$ cat config.mk
export PLATFORM = sky130hd
export DESIGN_NAME = wavelet_sample_to_byte
export DESIGN_NICKNAME = d
export VERILOG_FILES = /design/src/rtl/wstb_pkg.sv /design/src/rtl/wstb_csr.sv /design/src/rtl/wstb_prep.sv /design/src/rtl/wstb_shift.sv /design/src/rtl/wstb_pack.sv /design/src/rtl/wavelet_sample_to_byte.sv
export SDC_FILE = /design/constraint.sdc
export NUM_CORES = 1
export LEC_CHECK = 0
export BUFFER_PORTS_ARGS = -buffer_cell sky130_fd_sc_hd__buf_2
export CAP_MARGIN = 10
export CORE_MARGIN = 5
export CORE_UTILIZATION = 38
export CTS_CLUSTER_SIZE = 14
export DETAILED_ROUTE_END_ITERATION = 6
export PLACE_DENSITY = 0.62
export SLEW_MARGIN = 10
export SYNTH_ARGS = -nofsm -noshare
export SYNTH_HDL_FRONTEND = slang
export SYNTH_HIERARCHICAL = 1
export SYNTH_SLANG_ARGS = --single-unit
$ cat constraint.sdc
create_clock -name clock -period 10.87 [get_ports clock]
set_input_delay 1.6305 -clock clock [delete_from_list [all_inputs] [get_ports clock]]
set_output_delay 1.6305 -clock clock [all_outputs]
set_load 0.05 [all_outputs]
$ cat src/rtl/wstb_pkg.sv
`timescale 1ns / 1ps
// ----------------------------------------------------------------------------
// wstb_pkg
// Shared types and constants of the wavelet sample to byte converter.
// ----------------------------------------------------------------------------
package wstb_pkg;

   localparam int SAMPLE_W      = 32;
   localparam int PIXEL_W       = 8;
   localparam int DEPTH_W       = 6;
   localparam int SUM_W         = SAMPLE_W + 1;
   localparam int SHIFT_W       = 5;
   localparam int UPSHIFT_W     = 3;
   localparam int CSR_ADDR_W    = 3;
   localparam int CSR_DATA_W    = 32;

   localparam int FIX_FRACTION_BITS = 13;
   localparam int FIX_DS            = FIX_FRACTION_BITS - 8;
   localparam int FIX_ROUND         = 1 << (FIX_DS - 1);

   localparam int PIXEL_BITS   = 8;
   localparam int LEVEL_OFFSET = 128;
   localparam int PIXEL_MAX    = 255;
   localparam int DEPTH_MAX    = 32;
   localparam int DEPTH_RESET  = 8;

   typedef enum logic [1:0] {
      FMT_FLOAT = 2'd0,
      FMT_INT32 = 2'd1,
      FMT_FIX16 = 2'd2,
      FMT_INT16 = 2'd3
   } fmt_type;

   typedef enum logic {
      CSR_FORMAT = 1'b0,
      CSR_DEPTH  = 1'b1
   } csr_idx_type;

   typedef struct packed {
      fmt_type              fmt;
      logic [DEPTH_W-1:0]   depth;
   } cfg_type;

   // stage one result: rounded sum and shift controls
   typedef struct packed {
      logic [SUM_W-1:0]     sum;
      logic [SHIFT_W-1:0]   ds;
      logic                 up;
      logic [UPSHIFT_W-1:0] us;
   } prep_type;

   // stage two result: down-shifted value
   typedef struct packed {
      logic [SUM_W-1:0]     val;
      logic                 up;
      logic [UPSHIFT_W-1:0] us;
   } shift_type;

endpackage

$ cat src/rtl/wstb_csr.sv
`timescale 1ns / 1ps
// ----------------------------------------------------------------------------
// wstb_csr
// Register file for sample format and bit depth, APB-style access.
// ----------------------------------------------------------------------------
module wstb_csr import wstb_pkg::*; (
   input  logic                  clock,
   input  logic                  reset,
   input  logic                  csr_psel,
   input  logic                  csr_penable,
   input  logic                  csr_pwrite,
   input  logic [CSR_ADDR_W-1:0] csr_paddr,
   input  logic [CSR_DATA_W-1:0] csr_pwdata,
   output logic [CSR_DATA_W-1:0] csr_prdata,
   output logic                  csr_pready,
   output cfg_type               cfg
);

   fmt_type            format_ff, format_in;
   logic [DEPTH_W-1:0] depth_ff, depth_in;
   csr_idx_type        idx;
   logic               wr_en;

   assign idx        = csr_idx_type'(csr_paddr[2]);
   assign wr_en      = csr_psel & csr_penable & csr_pwrite;
   assign csr_pready = 1'b1;

   always_comb begin
      format_in = format_ff;
      depth_in  = depth_ff;
      if (wr_en) begin
         unique case (idx)
            CSR_FORMAT: format_in = fmt_type'(csr_pwdata[1:0]);
            CSR_DEPTH:  depth_in  = csr_pwdata[DEPTH_W-1:0];
            default:    ;
         endcase
      end
   end

   always_ff @(posedge clock) begin
      if (reset) begin
         format_ff <= FMT_FLOAT;
         depth_ff  <= DEPTH_W'(DEPTH_RESET);
      end else begin
         format_ff <= format_in;
         depth_ff  <= depth_in;
      end
   end

   always_comb begin
      unique case (idx)
         CSR_FORMAT: csr_prdata = {{(CSR_DATA_W-2){1'b0}}, format_ff};
         CSR_DEPTH:  csr_prdata = {{(CSR_DATA_W-DEPTH_W){1'b0}}, depth_ff};
         default:    csr_prdata = '0;
      endcase
   end

   assign cfg.fmt   = format_ff;
   assign cfg.depth = depth_ff;

endmodule

$ cat src/rtl/wstb_prep.sv
`timescale 1ns / 1ps
// ----------------------------------------------------------------------------
// wstb_prep
// Stage one: format decode, depth limits and rounding offset add.
// ----------------------------------------------------------------------------
module wstb_prep import wstb_pkg::*; (
   input  logic                clock,
   input  logic                reset,
   input  cfg_type             cfg,
   input  logic                in_valid,
   output logic                in_ready,
   input  logic [SAMPLE_W-1:0] in_sample,
   output logic                out_valid,
   input  logic                out_ready,
   output prep_type            out_data
);

   logic                 valid_ff, valid_in;
   prep_type             data_ff, data_in;
   logic [DEPTH_W-1:0]   depth_c;
   logic                 deep;
   logic [SUM_W-1:0]     s32_x, s16_x, operand, offset;
   logic [15:0]          fix_wrap;
   logic [SHIFT_W-1:0]   ds;
   logic [SHIFT_W-1:0]   ds_deep;
   logic                 up;
   logic [UPSHIFT_W-1:0] us;

   always_comb begin
      if (cfg.depth == '0) begin
         depth_c = DEPTH_W'(1);
      end else if (cfg.depth > DEPTH_W'(DEPTH_MAX)) begin
         depth_c = DEPTH_W'(DEPTH_MAX);
      end else begin
         depth_c = cfg.depth;
      end
   end

   assign deep     = depth_c >= DEPTH_W'(PIXEL_BITS);
   assign ds_deep  = SHIFT_W'(depth_c - DEPTH_W'(PIXEL_BITS));
   assign s32_x    = {in_sample[SAMPLE_W-1], in_sample};
   assign s16_x    = {{(SUM_W-16){in_sample[15]}}, in_sample[15:0]};
   assign fix_wrap = in_sample[15:0] + 16'(FIX_ROUND);

   always_comb begin
      operand = s32_x;
      offset  = '0;
      ds      = '0;
      up      = 1'b0;
      us      = UPSHIFT_W'(DEPTH_W'(PIXEL_BITS) - depth_c);
      case (cfg.fmt)
         FMT_FLOAT: begin
            offset = SUM_W'(LEVEL_OFFSET);
            ds     = SHIFT_W'(PIXEL_BITS);
         end
         FMT_INT32: begin
            if (deep) begin
               ds = ds_deep;
            end
            if (ds != '0) begin
               offset = SUM_W'(1) << (ds - SHIFT_W'(1));
            end
         end
         FMT_FIX16: begin
            if (deep) begin
               operand = {{(SUM_W-16){fix_wrap[15]}}, fix_wrap};
               ds      = SHIFT_W'(FIX_DS);
            end else begin
               operand = s16_x;
               ds      = SHIFT_W'(DEPTH_W'(FIX_FRACTION_BITS) - depth_c);
               offset  = SUM_W'(1) << (ds - SHIFT_W'(1));
               up      = 1'b1;
            end
         end
         default: begin
            operand = s16_x;
            if (deep) begin
               ds = ds_deep;
               if (ds == '0 || ds > SHIFT_W'(16)) begin
                  offset = '0;
               end else if (ds == SHIFT_W'(16)) begin
                  // rounding offset wraps to the most negative 16-bit value
                  offset = {{(SUM_W-15){1'b1}}, 15'd0};
               end else begin
                  offset = SUM_W'(1) << (ds - SHIFT_W'(1));
               end
            end else begin
               up = 1'b1;
            end
         end
      endcase
   end

   assign in_ready = !valid_ff || out_ready;

   always_comb begin
      valid_in = valid_ff;
      data_in  = data_ff;
      if (in_ready) begin
         valid_in     = in_valid;
         data_in.sum  = operand + offset;
         data_in.ds   = ds;
         data_in.up   = up;
         data_in.us   = us;
      end
   end

   always_ff @(posedge clock) begin
      if (reset) begin
         valid_ff <= 1'b0;
      end else begin
         valid_ff <= valid_in;
      end
      data_ff <= data_in;
   end

   assign out_valid = valid_ff;
   assign out_data  = data_ff;

   a_prep_hold: assert property (@(posedge clock) disable iff (reset)
      valid_ff && !out_ready |=> valid_ff && $stable(data_ff))
      else $error("stage one lost or changed a stalled item");

endmodule

$ cat src/rtl/wstb_shift.sv
`timescale 1ns / 1ps
// ----------------------------------------------------------------------------
// wstb_shift
// Stage two: arithmetic right shift by the down-shift amount.
// ----------------------------------------------------------------------------
module wstb_shift import wstb_pkg::*; (
   input  logic      clock,
   input  logic      reset,
   input  logic      in_valid,
   output logic      in_ready,
   input  prep_type  in_data,
   output logic      out_valid,
   input  logic      out_ready,
   output shift_type out_data
);

   logic      valid_ff, valid_in;
   shift_type data_ff, data_in;

   assign in_ready = !valid_ff || out_ready;

   always_comb begin
      valid_in = valid_ff;
      data_in  = data_ff;
      if (in_ready) begin
         valid_in    = in_valid;
         data_in.val = SUM_W'($signed(in_data.sum) >>> in_data.ds);
         data_in.up  = in_data.up;
         data_in.us  = in_data.us;
      end
   end

   always_ff @(posedge clock) begin
      if (reset) begin
         valid_ff <= 1'b0;
      end else begin
         valid_ff <= valid_in;
      end
      data_ff <= data_in;
   end

   assign out_valid = valid_ff;
   assign out_data  = data_ff;

   a_shift_hold: assert property (@(posedge clock) disable iff (reset)
      valid_ff && !out_ready |=> valid_ff && $stable(data_ff))
      else $error("stage two lost or changed a stalled item");

endmodule

$ cat src/rtl/wstb_pack.sv
`timescale 1ns / 1ps
// ----------------------------------------------------------------------------
// wstb_pack
// Stage three: up-shift, level shift, clamp and output register.
// ----------------------------------------------------------------------------
module wstb_pack import wstb_pkg::*; (
   input  logic               clock,
   input  logic               reset,
   input  logic               in_valid,
   output logic               in_ready,
   input  shift_type          in_data,
   output logic               rsp_valid,
   input  logic               rsp_ready,
   output logic [PIXEL_W-1:0] rsp_pixel
);

   logic               rsp_valid_ff, rsp_valid_in;
   logic [PIXEL_W-1:0] rsp_pixel_ff, rsp_pixel_in;
   logic [PIXEL_W-1:0] pixel;
   logic [SUM_W:0]     lvl;
   logic [15:0]        up_val, up_lvl;
   logic [PIXEL_W:0]   high_x;

   assign lvl    = {in_data.val[SUM_W-1], in_data.val} + (SUM_W+1)'(LEVEL_OFFSET);
   assign up_val = in_data.val[15:0] << in_data.us;
   assign up_lvl = up_val + 16'(LEVEL_OFFSET);
   assign high_x = (PIXEL_W+1)'(PIXEL_MAX + 1) - ((PIXEL_W+1)'(1) << in_data.us);

   always_comb begin
      if (in_data.up) begin
         if (up_lvl[15]) begin
            pixel = '0;
         end else if (up_lvl > 16'(PIXEL_MAX)) begin
            pixel = high_x[PIXEL_W-1:0];
         end else begin
            pixel = up_lvl[PIXEL_W-1:0];
         end
      end else begin
         if (lvl[SUM_W]) begin
            pixel = '0;
         end else if (lvl > (SUM_W+1)'(PIXEL_MAX)) begin
            pixel = PIXEL_W'(PIXEL_MAX);
         end else begin
            pixel = lvl[PIXEL_W-1:0];
         end
      end
   end

   assign in_ready = !rsp_valid_ff || rsp_ready;

   always_comb begin
      rsp_valid_in = rsp_valid_ff;
      rsp_pixel_in = rsp_pixel_ff;
      if (in_ready) begin
         rsp_valid_in = in_valid;
         rsp_pixel_in = pixel;
      end
   end

   always_ff @(posedge clock) begin
      if (reset) begin
         rsp_valid_ff <= 1'b0;
      end else begin
         rsp_valid_ff <= rsp_valid_in;
      end
      rsp_pixel_ff <= rsp_pixel_in;
   end

   assign rsp_valid = rsp_valid_ff;
   assign rsp_pixel = rsp_pixel_ff;

   // up-shifted pixels and their clamp value are always even
   a_pack_even: assert property (@(posedge clock) disable iff (reset)
      in_valid && in_ready && in_data.up |=> !rsp_pixel_ff[0])
      else $error("up-shifted pixel has its low bit set");

endmodule

$ cat src/rtl/wavelet_sample_to_byte.sv
`timescale 1ns / 1ps
// ----------------------------------------------------------------------------
// wavelet_sample_to_byte
// Converts decoded wavelet samples to level-shifted, clamped 8-bit pixels.
// ----------------------------------------------------------------------------
// One sample in, one pixel out. The datapath is three register stages
// (rounding add, arithmetic down-shift, up-shift/level-shift/clamp into the
// output register), which a sample passes through in that order; a new sample can be
// taken every cycle unless the output stalls, and stages advance
// independently, so bubbles close up under output stalls. Format and bit
// depth are written through the csr port and must only change while the
// pipeline is empty.
module wavelet_sample_to_byte import wstb_pkg::*; (
   input  logic                  clock,
   input  logic                  reset,
   input  logic                  req_valid,
   output logic                  req_ready,
   input  logic [SAMPLE_W-1:0]   req_sample,
   output logic                  rsp_valid,
   input  logic                  rsp_ready,
   output logic [PIXEL_W-1:0]    rsp_pixel,
   input  logic                  csr_psel,
   input  logic                  csr_penable,
   input  logic                  csr_pwrite,
   input  logic [CSR_ADDR_W-1:0] csr_paddr,
   input  logic [CSR_DATA_W-1:0] csr_pwdata,
   output logic [CSR_DATA_W-1:0] csr_prdata,
   output logic                  csr_pready
);

   cfg_type   cfg;
   logic      s1_valid, s1_ready;
   prep_type  s1_data;
   logic      s2_valid, s2_ready;
   shift_type s2_data;

   wstb_csr u_csr (
      .clock       (clock),
      .reset       (reset),
      .csr_psel    (csr_psel),
      .csr_penable (csr_penable),
      .csr_pwrite  (csr_pwrite),
      .csr_paddr   (csr_paddr),
      .csr_pwdata  (csr_pwdata),
      .csr_prdata  (csr_prdata),
      .csr_pready  (csr_pready),
      .cfg         (cfg)
   );

   wstb_prep u_prep (
      .clock     (clock),
      .reset     (reset),
      .cfg       (cfg),
      .in_valid  (req_valid),
      .in_ready  (req_ready),
      .in_sample (req_sample),
      .out_valid (s1_valid),
      .out_ready (s1_ready),
      .out_data  (s1_data)
   );

   wstb_shift u_shift (
      .clock     (clock),
      .reset     (reset),
      .in_valid  (s1_valid),
      .in_ready  (s1_ready),
      .in_data   (s1_data),
      .out_valid (s2_valid),
      .out_ready (s2_ready),
      .out_data  (s2_data)
   );

   wstb_pack u_pack (
      .clock     (clock),
      .reset     (reset),
      .in_valid  (s2_valid),
      .in_ready  (s2_ready),
      .in_data   (s2_data),
      .rsp_valid (rsp_valid),
      .rsp_ready (rsp_ready),
      .rsp_pixel (rsp_pixel)
   );

   a_top_enter: assert property (@(posedge clock) disable iff (reset)
      req_valid && req_ready |=> s1_valid)
      else $error("accepted sample did not reach stage one");

   a_top_ready: assert property (@(posedge clock) disable iff (reset)
      !s1_valid && !s2_valid && !rsp_valid |-> req_ready)
      else $error("empty pipeline refuses a transfer");

endmodule
==> results of run 1 <==
-- metrics by stage --
step	cell area, µm²	instances	util	power [W]
after global placement	10700	1465	0.3969	0.0007771
after CTS	11020	1481	0.4088	0.001116
final	11020	1481	0.4088	0.001110
after floorplan	10490	1147	-	0.0007201
after global routing	11020	1481	0.4088	0.001169
after detailed placement	10700	1465	0.3969	0.0007794
-- cell families after synthesis --
| logic type | Yosys count |
|---|---|
| other | 2 |
| and+or+nand+nor | 384 |
| muxes | 117 |
| adders and majority gates | 49 |
| xor gates and xnor gates | 51 |
| buffers and inverters | 133 |
| DFF | 98 |
| AOI/OAI and AO/OA | 288 |
-- sequential cells by signal (all words and copies together), names as in the netlist --
name	flops
u_shift/out_valid	1
u_prep/out_valid	1
u_pack/rsp_pixel	8
u_shift/out_data	37
u_csr/depth_ff	6
u_csr/format_ff	2
u_prep/out_data	42
u_pack/rsp_valid	1
-- cell usage in the layout, fill, tap and decap left out, types with 38 or more instances in the layout --
cell type	netlist	routed
a21oi_1	53	53
nand3_1	39	39
o21ai_0	72	72
nand2_1	92	92
mux2i_1	52	52
edfxtp_1	87	87
nor2_1	100	100
buf_2	17	61
inv_1	38	38
ha_1	48	48
-- where the power goes --
part	total, W	internal [W]	switching (W)	leakage (nW)
Combinational	0.000291	0.000119	0.000172	3.09
Sequential	0.000485	0.000445	0.0000402	1.03
Clock	0.000334	0.000185	0.000148	0.157
-- worst min path at each step --
stage / depth (start not counted) / end
detailed placement: 0 / u_shift/out_data[3]
global placement: 0 / u_shift/out_data[1]
global route: 0 / u_shift/out_data[2]
finish: 0 / u_shift/out_data[3]
floorplan: 0 / u_shift/out_data[0]
CTS: 0 / u_shift/out_data[3]
-- critical path: cells and delay by family, from the launching register on --
| kind | cells | cell delay (ps) |
|---|---|---|
| AO/OA/AOI/OAI | 7 | 1910 |
| adder cells (fa/ha/maj) | 3 | 860 |
| AND/OR/NAND/NOR | 9 | 1870 |
| buffers and inverters | 3 | 520 |
| flip-flops | 1 | 670 |
-- metal layers --
layer,vias to the layer above,wire length (µm)
li1,4255,-
met5,-,0
met3,56,1184
met1,4127,12270
met4,0,817
met2,267,12250
-- area by class of cell --
cell class | count | area [µm²] | share of cell area
Tap cell | 341 | 426.7 | 0.03872
Multi-Input combinational cell | 916 | 6915 | 0.6276
Inverter | 40 | 150.1 | 0.01363
Timing Repair Buffer | 70 | 372.9 | 0.03384
Sequential cell | 98 | 2833 | 0.2571
Clock buffer | 9 | 225.2 | 0.02044
Clock inverter | 7 | 95.09 | 0.008630
==> impl_metrics.env, run 1 <==
export IMPL_antenna_left=0
export IMPL_synth_top_area_frac=0.2512
export IMPL_hold_buffers=0
export IMPL_io_pin_count=117
export IMPL_area_growth_pct=5.956
export IMPL_worstReg2RegStart="u_csr/depth_ff[3]"
export IMPL_antenna_found_initial=0
export IMPL_drt_vias_per_instance=5.878
export IMPL_cts_tree="built"
export IMPL_drive_above_1_share=0.1570
export IMPL_cts_resized=0
export IMPL_first_global_vias=8131
export IMPL_critPathKind="register to register"
export IMPL_drc=0
export IMPL_yosys_top_cells_count="100 x nor2_1, 92 x nand2_1, 87 x edfxtp_1"
export IMPL_synthFlopType="edfxtp_1"
export IMPL_finalCritPeriodShare=0.5515
export IMPL_fin_crit_ps=5995
export IMPL_worst_slack_ps=4875
export IMPL_syn_cell_area_um2=10400
export IMPL_yosys_warnings=6
export IMPL_hpwl_um=20530
export IMPL_status="finished, final reports clean"
export IMPL_globalplace_congestion=0.9251
export IMPL_max_slew_margin=0.2458
export IMPL_async_flop_share=0
export IMPL_busiest_layer="met2"
export IMPL_drt_initial_drc_count=1000
export IMPL_endpoint="u_prep/out_data[39]"
export IMPL_yosys_top_cells_area="edfxtp_1 25%, mux4_2 6.7%, ha_1 5.8%"
export IMPL_grt_pass1_wl_um=43360
export IMPL_ys_seq_elements=98
export IMPL_synth_area_leader_cell="edfxtp_1"
export IMPL_synth_cell_types=108
export IMPL_cts_made_buffers=9
export IMPL_grt_max_degree=54
export IMPL_clkSinkCount=98
export IMPL_dr_pass1_iters=6
export IMPL_slowest_delay_ps=670
export IMPL_cts_clk_slew_worst_paths_ps=80
export IMPL_initial_core_util=0.3858
export IMPL_power_density_nw_per_um2=100.7
export IMPL_setup_violations=0
export IMPL_worstPathCellList="nand2b_1 > inv_1 > ha_1 > nand2_1 > nor3_1 > nor4_1 > buf_4 > o21ai_0 > nand3_1 > o221ai_1 > ha_1 > inv_1 > fa_1 > nor2b_1 > o2111ai_1 > nand3_1 > a21o_1 > a211o_1 > a21oi_2 > o211a_1 > or3_1 > nand3b_1"
export IMPL_rrSetupSlack_ps=4880
export IMPL_cp_max_fo=12
export IMPL_diodes=0
export IMPL_die_h_um=175.4
export IMPL_cp_startpoint="u_csr/depth_ff[3]"
export IMPL_port_buffers=61
export IMPL_synthSimpleGateAreaFrac=0.1878
export IMPL_grt_ovfl_total=0
export IMPL_max_clock_path_buffers=2
export IMPL_slew_violations=0
export IMPL_r2r_end="u_prep/out_data[39]"
export IMPL_timing_hold_ws_ps=413.5
export IMPL_synth_most_common_cell="nor2_1"
export IMPL_vias=8705
export IMPL_nets=1258
export IMPL_root_buffer="clkbuf_16"
export IMPL_synth_avg_cell_area_um2=9.268
export IMPL_r2r_cells=22
export IMPL_tightest_slew_ps=1123
export IMPL_ys_seq_area_frac=0.2724
export IMPL_critPathLaunchType="register"
export IMPL_p_leak_nw=4.270
export IMPL_worstHoldStart="u_prep/out_data[3]"
export IMPL_synth_compound_area_frac=0.1938
export IMPL_fillers=2663
export IMPL_insertion_delay_ps=360
export IMPL_die_w_um=175.4
export IMPL_required_ps=11080
export IMPL_grtUsageTotal=0.1703
export IMPL_ir_drop_mv=0.08457
export IMPL_met3_usage=0.02583
export IMPL_rsz0062_at_grt="no"
export IMPL_netlist_instances=1122
export IMPL_htreeDepth=3
export IMPL_die_area_um2=30770
export IMPL_cap_violations=0
export IMPL_synth_xor_area_frac=0.04476
export IMPL_fin_skew_ps=11.69
export IMPL_core_area_um2=26950
export IMPL_post_cts_setup_buffers=0
export IMPL_placementRows=60
export IMPL_synth_edff_count=87
export IMPL_worstHoldPathType="register to register"
export IMPL_hold_viol=0
export IMPL_fmax_mhz=166.8
export IMPL_preCtsSetupSlack_ps=5043
export IMPL_synth_mux_area_frac=0.1687
export IMPL_slowest_stage="dfxtp_1"
export IMPL_wl_per_cell_um=17.90
export IMPL_cp_arrival_ps=6200
export IMPL_synth_top_family_by_area="compound AO/OA/AOI/OAI gates"
export IMPL_tns_ps=0
export IMPL_grt_util_met1=0.2365
export IMPL_synthAdderAreaFrac=0.05968
export IMPL_gr_usage_met2=0.2704
export IMPL_routed_wirelength_um=26520
export IMPL_cp_end_kind="register"
(Power assumes the default switching activity.)
==> run 2, diff against run 1 <==
--- a/config.mk
+++ b/config.mk
@@ -11,7 +11,7 @@
 export CORE_UTILIZATION = 38
 export CTS_CLUSTER_SIZE = 14
 export DETAILED_ROUTE_END_ITERATION = 6
-export PLACE_DENSITY = 0.62
+export PLACE_DENSITY = 0.64
 export SLEW_MARGIN = 10
 export SYNTH_ARGS = -nofsm -noshare
 export SYNTH_HDL_FRONTEND = slang
==> constraint.sdc (replaced) <==
create_clock -name clock -period 5.25 [get_ports clock]
set_input_delay 0.7875 -clock clock [delete_from_list [all_inputs] [get_ports clock]]
set_output_delay 0.7875 -clock clock [all_outputs]
set_load 0.05 [all_outputs]
==> run 2 against run 1 <==
Fmax grew 22%. Hold slack improved by 5.9 ps. Routed wire length increased by 2.9%. Utilization rose by 0.84 points. First-iteration DRC count decreased by 21%. Die area stayed put. Setup slack lost 4500 ps. Via count is 2.9% higher. Design area grew 2.0%. Critical path depth grew 3. Largest power group unchanged.
==> impl_metrics.env, run 2 (synthesized netlist as in run 1, its figures left out) <==
export IMPL_dr_pass1_iters=6
export IMPL_vias=8955
export IMPL_largest_reg_flops=42
export IMPL_seq_area_um2=2835
export IMPL_antenna_found_initial=0
export IMPL_hold_buffers=0
export IMPL_cts_tree="built"
export IMPL_area_growth_pct=8.122
export IMPL_cp_arrival_ps=5090
export IMPL_die_h_um=175.4
export IMPL_wl_per_cell_um=18.13
export IMPL_layout_common_cells="99 x nor2_1, 92 x nand2_1, 87 x edfxtp_1"
export IMPL_port_buffers=61
export IMPL_diodes=0
export IMPL_p_leak_nw=4.399
export IMPL_cp_end_kind="register"
export IMPL_die_w_um=175.4
export IMPL_globalplace_congestion=0.9311
export IMPL_antenna_left=0
export IMPL_drc=0
export IMPL_grt_max_degree=54
export IMPL_insertion_delay_ps=350
export IMPL_grt_pass1_wl_um=43670
export IMPL_postPlaceCellArea_um2=10870
export IMPL_max_clock_path_buffers=2
export IMPL_tns_ps=0
export IMPL_slowest_stage="dfxtp_1"
export IMPL_cts_made_buffers=9
export IMPL_hold_viol=0
export IMPL_r2r_cells=25
export IMPL_final_common_cell="nor2_1"
export IMPL_worstHoldPathType="register to register"
export IMPL_fin_skew_ps=9.752
export IMPL_routed_wirelength_um=27300
export IMPL_final_util=0.4172
export IMPL_status="finished, final reports clean"
export IMPL_root_buffer="clkbuf_16"
export IMPL_clkSinkCount=98
export IMPL_cap_violations=0
export IMPL_hpwl_um=21510
export IMPL_first_global_vias=8186
export IMPL_finalCritPeriodShare=0.9324
export IMPL_r2r_end="u_prep/out_data[39]"
export IMPL_fin_crit_ps=4895
export IMPL_cp_max_fo=7
export IMPL_required_ps=5450
export IMPL_drt_vias_per_instance=5.946
export IMPL_critPathKind="register to register"
export IMPL_fillers=2666
export IMPL_die_area_um2=30770
export IMPL_drt_initial_drc_count=787
export IMPL_tightest_slew_ps=1140
export IMPL_rrSetupSlack_ps=350
export IMPL_slew_violations=0
export IMPL_multi_input_area_um2=6935
export IMPL_fmax_mhz=204.3
export IMPL_grtUsageTotal=0.1720
export IMPL_nets=1283
export IMPL_htreeDepth=3
export IMPL_ir_drop_mv=0.1470
export IMPL_drive_above_1_share=0.1820
export IMPL_placementRows=60
export IMPL_max_slew_margin=0.2344
export IMPL_worstReg2RegStart="u_csr/depth_ff[1]"
export IMPL_slowest_delay_ps=410
export IMPL_busiest_layer="met2"
export IMPL_critPathLaunchType="register"
export IMPL_grt_util_met1=0.2334
export IMPL_gr_usage_met2=0.2796
export IMPL_endpoint="u_prep/out_data[39]"
export IMPL_grt_ovfl_total=0
export IMPL_cp_startpoint="u_csr/depth_ff[1]"
export IMPL_power_density_nw_per_um2=208.6
export IMPL_met3_usage=0.02690
export IMPL_cts_clk_slew_worst_paths_ps=70
export IMPL_final_cell_area_um2=11240
export IMPL_finalPower_w=0.002346
export IMPL_initial_core_util=0.3858
export IMPL_io_pin_count=117
export IMPL_core_area_um2=26950
export IMPL_setup_violations=0
[run 2: power breakdown]
| group | switching (W) | internal, W |
|---|---|---|
| registers | 0.0000867 | 0.000922 |
| clock network | 0.000289 | 0.000436 |
| logic | 0.000360 | 0.000252 |
[run 2: worst min-delay path by stage]
stage,start,to,cells past startpoint
after floorplan,u_prep/out_data[0],u_shift/out_data[0],0
after global placement,u_prep/out_data[0],u_shift/out_data[0],0
after detailed placement,u_prep/out_data[0],u_shift/out_data[0],0
after CTS,u_prep/out_data[0],u_shift/out_data[0],0
after global routing,u_prep/out_data[0],u_shift/out_data[0],0
final,u_prep/out_data[0],u_shift/out_data[0],0
[run 2: metrics by stage]
stage                     std cells  hold slack (ps)  setup WS [ps]
final                          1506            419.4          354.7
after global routing           1506            438.8         -18.65
after CTS                      1504            422.1          75.94
after detailed placement       1488            404.5          84.24
after global placement         1488            405.8          190.2
after floorplan                1147            400.3          640.3
[run 2: repair_timing]
item | in CTS | in global routing
endpoints found under the setup margin | 0 | 12
hold endpoints to repair | 0 | 0
buffers inserted | 0 | 2
gates resized for setup | 0 | 8
[run 2: per-layer routing]
layer | wire [µm] | vias to the layer above
met5 | 0 | -
met4 | 940 | 0
met3 | 1514 | 61
met2 | 12560 | 333
met1 | 12280 | 4276
li1 | - | 4285
[run 2: layout make-up]
class                      count  area share
tap                          341     0.03795
timing repair buffer          95     0.04986
sequential                    98      0.2522
multi-input combinational    916      0.6168
clock buffer                  10     0.02126
inverter                      40     0.01335
clock inverter                 6    0.008569
[run 2: critical path: cells and delay by family, from the launching register on]
family | cells | cell delay (ps)
xor gates and xnor gates | 1 | 160
AOI/OAI and AO/OA | 9 | 1430
DFF | 1 | 410
and+or+nand+nor | 10 | 1790
buffers and inverters | 2 | 130
adders and majority gates | 3 | 830
